[src/rtl/core/hvd_pkg.sv]
`default_nettype none

package hvd_pkg;

	// register indexes of the configuration port
	localparam logic [1:0] CFG_BASE_LEVEL   = 2'd0;
	localparam logic [1:0] CFG_HEIGHT_GAIN  = 2'd1;
	localparam logic [1:0] CFG_IMAGE_WIDTH  = 2'd2;
	localparam logic [1:0] CFG_IMAGE_HEIGHT = 2'd3;

	// item modes
	localparam logic MODE_LOAD   = 1'b0;
	localparam logic MODE_VERTEX = 1'b1;

	localparam logic [16:0] ONE_Q16 = 17'd65536;

	// widest store address: 4096 x 4096 pixels
	localparam int ADDR_MAX_W = 24;

	localparam int QUEUE_DEPTH = 4;
	localparam int QUEUE_PTR_W = $clog2(QUEUE_DEPTH);

	typedef struct packed {
		logic [9:0]         base_level;
		logic signed [31:0] height_gain;
		logic [8:0]         image_width;
		logic [8:0]         image_height;
	} cfg_t;

	typedef struct packed {
		logic               mode;
		logic [15:0]        pixel_index;
		logic [23:0]        pixel_rgb;
		logic [16:0]        tex_u;
		logic [16:0]        tex_v;
		logic signed [31:0] pos_x;
		logic signed [31:0] pos_y;
		logic signed [31:0] pos_z;
		logic signed [15:0] norm_x;
		logic signed [15:0] norm_y;
		logic signed [15:0] norm_z;
	} in_beat_t;

	typedef struct packed {
		logic signed [31:0] new_x;
		logic signed [31:0] new_y;
		logic signed [31:0] new_z;
	} out_beat_t;

	// classified work item handed from front to back
	typedef struct packed {
		logic                  is_vtx;
		logic                  wr_ok;
		logic [ADDR_MAX_W-1:0] addr;
		logic [23:0]           rgb;
		logic signed [31:0]    pos_x;
		logic signed [31:0]    pos_y;
		logic signed [31:0]    pos_z;
		logic signed [15:0]    norm_x;
		logic signed [15:0]    norm_y;
		logic signed [15:0]    norm_z;
	} entry_t;

	// image size register limited to 1..maxv
	function automatic logic [8:0] limit_size(input logic [8:0] s, input int unsigned maxv);
		if (s == 9'd0)
			return 9'd1;
		if (32'(s) > maxv)
			return 9'(maxv);
		return s;
	endfunction

	// round Q2.14 x Q16.16 product to Q16.16 (ties up), add, saturate
	function automatic logic signed [31:0] round_sat(input logic signed [31:0] pos,
		input logic signed [58:0] p);
		logic signed [59:0] t;
		logic signed [45:0] q;
		logic signed [46:0] r;
		t = 60'(p) + 60'sd8192;
		q = 46'(t >>> 14);
		r = 47'(pos) + 47'(q);
		if (r > 47'sd2147483647)
			return 32'sh7FFF_FFFF;
		if (r < -47'sd2147483648)
			return 32'sh8000_0000;
		return 32'(r);
	endfunction

endpackage

`default_nettype wire

[src/rtl/core/hvd_queue.sv]
`default_nettype none

module hvd_queue (
	input  logic            clk,
	input  logic            arst_n,
	input  hvd_pkg::entry_t push_data,
	input  logic            push_valid,
	output logic            push_ready,
	output hvd_pkg::entry_t pop_data,
	output logic            pop_valid,
	input  logic            pop_ready
);
	import hvd_pkg::*;

	entry_t                 slots_q [QUEUE_DEPTH];
	logic [QUEUE_PTR_W-1:0] wr_ptr_q;
	logic [QUEUE_PTR_W-1:0] rd_ptr_q;
	logic [QUEUE_PTR_W:0]   count_q;
	logic                   do_push;
	logic                   do_pop;

	assign push_ready = (count_q != (QUEUE_PTR_W + 1)'(QUEUE_DEPTH));
	assign pop_valid  = (count_q != '0);
	assign pop_data   = slots_q[rd_ptr_q];
	assign do_push    = push_valid && push_ready;
	assign do_pop     = pop_valid && pop_ready;

	// pointers and fill level
	always_ff @(posedge clk or negedge arst_n) begin
		if (!arst_n) begin
			wr_ptr_q <= '0;
			rd_ptr_q <= '0;
			count_q  <= '0;
		end else begin
			if (do_push)
				wr_ptr_q <= wr_ptr_q + 1'b1;
			if (do_pop)
				rd_ptr_q <= rd_ptr_q + 1'b1;
			if (do_push && !do_pop)
				count_q <= count_q + 1'b1;
			else if (do_pop && !do_push)
				count_q <= count_q - 1'b1;
		end
	end

	always_ff @(posedge clk) begin
		if (do_push)
			slots_q[wr_ptr_q] <= push_data;
	end

endmodule

`default_nettype wire

[config.mk]
export PLATFORM = sky130hd
export DESIGN_NAME = hvd_queue
export DESIGN_NICKNAME = d
export VERILOG_FILES = /design/src/rtl/core/hvd_pkg.sv /design/src/rtl/core/hvd_queue.sv
export SDC_FILE = /design/constraint.sdc
export NUM_CORES = 1
export LEC_CHECK = 0
export ABC_AREA = 0
export BUFFER_PORTS_ARGS = -buffer_cell sky130_fd_sc_hd__buf_4
export CORE_MARGIN = 8
export CORE_UTILIZATION = 29
export DETAILED_ROUTE_END_ITERATION = 12
export GPL_TIMING_DRIVEN = 0
export PLACE_DENSITY = 0.48
export SYNTH_ARGS = -nofsm -noshare
export SYNTH_HDL_FRONTEND = slang
export SYNTH_SLANG_ARGS = --single-unit
export TNS_END_PERCENT = 5
[constraint.sdc]
create_clock -name clk -period 6.6 [get_ports clk]
set_clock_uncertainty 0.2 [all_clocks]
set_input_delay 0.99 -clock clk [delete_from_list [all_inputs] [get_ports clk]]
set_output_delay 0.99 -clock clk [all_outputs]
set_load 0.01 [all_outputs]
=== After elaboration in Yosys (flattened, before gate mapping) ===
Memory sizes are Yosys's and may differ from the RTL's.
Cells that the tools add are included.

* Bits of input ports: 198
* Bits in writable memories: 776
* Register bits after elaboration: 7
* Memories kept: 1

{| class="wikitable"
|+ Memories
! memory !! depth !! width !! rd ports !! clocked after Yosys merged registers in !! wr ports !! RTL line !! RTL
|-
| slots_q || 4 || 194 || 1 || 0 || 1 || hvd_queue.sv:15 || <nowiki>entry_t slots_q [QUEUE_DEPTH];</nowiki>
|}

* Multiplexer cells: 4
* Equal/unequal tests: 1
* Add/sub/neg operators: 4
* Reduce and logical (&&, ||, !) cells: 8

{| class="wikitable"
|+ Operators by type and width
! kind !! count
|-
| two-way mux 3 bit || 2
|-
| adder 2 x 1 -> 2 bit (second input constant) || 2
|-
| logical AND 1 bit || 4
|-
| adder 3 x 1 -> 3 bit (second input constant) || 1
|-
| inequality test 3 bit (second input constant) || 1
|-
| nonzero test 3 bit || 1
|-
| subtractor 3 x 1 -> 3 bit (second input constant) || 1
|-
| zero test 1 bit || 2
|-
| two-way mux 1 bit || 2
|-
| nonzero test 2 bit || 1
|}

=== Longest topological paths before layout ===
* Depth after elaboration: 6
* Gate-level depth with buffers: 8

=== Worst setup path after synthesis ===
No wires, ideal clock.

* Kind: in2reg
* Start: input port push_valid
* End: memory slots_q[2][0] (netlist name), enable pin
* Stages on the path: 2
* Arrival: 5.718 ns
* Setup time: 0.578 ns
* Path buffers: 0
* Slack: 0.104 ns
* Cell sequence: a21boi_2 -> and2_1

* Cells in the longest elaborated chain, start to end: 3

{| class="wikitable"
|+ Ends and longest elaborated chain
! item !! RTL line !! RTL
|-
| from (decl) || hvd_queue.sv:7 || <nowiki>input logic push_valid,</nowiki>
|-
| logical AND 1 bit || hvd_queue.sv:25 || <nowiki>assign do_push = push_valid && push_ready;</nowiki>
|-
| two-way mux 1 bit || hvd_queue.sv:47 || <nowiki>if (do_push)</nowiki>
|-
| two-way mux 1 bit (implied by the code) || hvd_queue.sv:48 || <nowiki>slots_q[wr_ptr_q] <= push_data;</nowiki>
|-
| to (decl) || hvd_queue.sv:15 ||
|}

No other way between the ends.

==> impl_metrics.ini <==
[placement]
routabilityCongestion = 0.6630
pre_cts_slack_ns = 2.996
hpwl_um = 43620
io_buffers = 393
dp.cells = 2745

[worst_setup_path]
cp_max_fo = 12
cp-end-kind = primary output
worst_ep_arrival_time_ns = 2.91
critPathLaunchType = flip-flop
crit_required_ns = 5.41
worstSetupPathType = flip-flop to primary output

[pwr]
cellLeakagePower_nw = 12.18
peakVddDrop_v = 0.0002323
finalPower_mw = 16.62
p_per_area_mw_per_mm2 = 459.7
p_clk_share_pct = 26.8
p_switching_mw = 4.921
p_comb_share_pct = 32.7
seq_power_share_pct = 40.5
switching_share_pct = 29.61
p_int_mw = 11.69

[global_route]
grt_pass1_wl_um = 96190
grt-ovfl-total = 0
antenna_found_initial = 8
grt_use_total_pct = 12.05
grt_pass1_vias = 14200
grt_max_degree = 50

[synthesis]
synthDistinctLibCells = 20
postSynthAreaPerCell_um2 = 27.16
syn_area_mm2 = 0.02849
synth-seq-cells = 783
synth-warning-count = 0
syn-instance-count = 1049
synth_nets = 1253
yosysSeqAreaShare_pct = 82.40

[sta]
drv_slew = 0
rsz0062_at_grt = no
hold_violations = 0
relSlewSlack_pct = 37.07
min_period_ns = 4.099
clock.fmax_mhz = 244.0
setup_viol = 0
tightestPinTransition_ns = 0.9440
setup_ws_ns = 2.501
fin_tns_setup_ns = 0
post-route-period-util_pct = 62.10

[floorplanning]
dieArea_mm2 = 0.1085
num_rows = 115
die_width_um = 329.4
die_y_um = 329.4
coreArea_mm2 = 0.09784
ios = 394
initial_utilization_pct = 29.12

[clock_network]
clock_latency_ns = 0.63
cts_resized = 0
clk_path_buf_depth = 3
cts_buffers = 86
clkTransAtPathRegs_ns = 0.06
cts_root_buf = clkbuf_16
cts_tree = done
cts_num_sinks = 783
h-tree-depth = 3

[detailed_routing]
vias = 12770
vias_per_cell = 4.394
drc = 0
dr.pass1.iters = 6
dr.first_iter.drc_count = 581
avgRoutedWirePerCell_um = 22.82
totalWireLength_um = 66350
postRouteAntennaNets = 0

[final_layout]
fin_cells = 2907
final_nets = 1751
nFillCells = 9054
layout_commonest_cell = edfxtp_1
final_util_pct = 36.94
drive_above_1_share_pct = 45.88
syn2layout_area_growth_pct = 26.86
final_cell_mix = edfxtp_1, buf_4, mux4_2

[status]
status = finished, final reports clean

[min_path]
hold_class = flip-flop to flip-flop

[run]
max_cap_violations = 0
-- cell usage after synthesis, drive strengths merged --
cell    count  area [um^2]
ha          5        62.56
buf        39        309.0
clkbuf      5        18.77
edfxtp    776        23300
mux2        2        22.52
nand3       1        5.000
a21boi      1        11.26
and2        4        25.02
mux4      194         4456
xor2        2        17.52
dfrtp       7        175.2
nor2        2        7.510
xnor2       4        35.03
or3         1        6.260
fa          1        20.02
nand2       2        7.510
inv         3        11.26
-- cell families (layout without fill, tap and decap cells) --
| kind of cell | count (synthesis) | count (layout) | synth area share (%) |
|---|---|---|---|
| muxes | 196 | 196 | 15.72 |
| buffers and inverters | 47 | 611 | 1.190 |
| xor gates and xnor gates | 6 | 6 | 0.1844 |
| other | 0 | 7 | 0 |
| AOI/OAI and AO/OA | 1 | 1 | 0.03952 |
| adders and majority gates | 6 | 6 | 0.2898 |
| DFF | 783 | 783 | 82.40 |
| and+or+nand+nor | 10 | 10 | 0.1800 |
-- area by class of cell --
class	count	area [um^2]	area share (%)
sequential	783	23480	64.95
multi-input combinational	219	4686	12.96
timing repair buffer	410	3393	9.388
clock buffer	104	2241	6.200
tap	1287	1610	4.455
clock inverter	50	381.6	1.056
buffer	44	327.8	0.9069
antenna	7	17.52	0.04846
inverter	3	11.26	0.03115
-- per-stage QoR --
| step | area, um^2 | hold WS (ns) |
|---|---|---|
| 4_1_cts | 36130 | 0.2596 |
| 3_3_place_gp | 33050 | 0.3128 |
| 6_report | 36150 | 0.3304 |
| 5_1_grt | 36130 | 0.2899 |
| 2_1_floorplan | 28490 | 0.2926 |
| 3_5_place_dp | 33500 | 0.3226 |
-- flip-flops by register name, summed over array words and instances (netlist names) --
register  count
slots_q     776
count_q       3
rd_ptr_q      2
wr_ptr_q      2
-- layer usage --
metal | part of all wire, % | vias to the layer above | GRT usage [%]
li1 | - | 5610 | -
met4 | 2.0 | 4 | 3.713
met1 | 41 | 6750 | 14.48
met5 | 0.039 | - | 0
met2 | 50 | 326 | 20.18
met3 | 7.6 | 83 | 4.422
-- critical path, cell delays in order, from the launching register on --
cell      delay [ns]
dfrtp_1         0.31
buf_2           0.18
clkbuf_1        0.72
buf_2           0.50
mux4_2          0.37
buf_4           0.18
-- final timing paths --
path,startpoint,endpoint,slack (ns),cells past startpoint
worst max-delay path,rd_ptr_q[1],pop_data[70],2.50,5
worst min-delay path,count_q[2],count_q[2],0.33,1
worst max register to register,count_q[0],slots_q[3][81],3.78,5
worst min register to register,count_q[2],count_q[2],0.33,1
max in group asynchronous,arst_n,rd_ptr_q[1],5.53,2
min in group asynchronous,arst_n,count_q[2],0.55,2
-- power by group through the flow --
stage               logic (mW)  registers, mW  clock network [mW]
floorplan                 2.89           7.00                   0
global route              5.85           6.82                4.79
global placement          5.46           7.27                   0
detailed placement        5.66           6.85                   0
CTS                       5.68           6.75                4.63
finish                    5.43           6.74                4.45
-- repair_timing --
item | 4_1_cts | 5_1_grt
hold buffers | 1 | 0
setup buffers | 0 | 0
endpoints found under the hold margin | 7 | 0
Power figures use the tool's default switching activity.
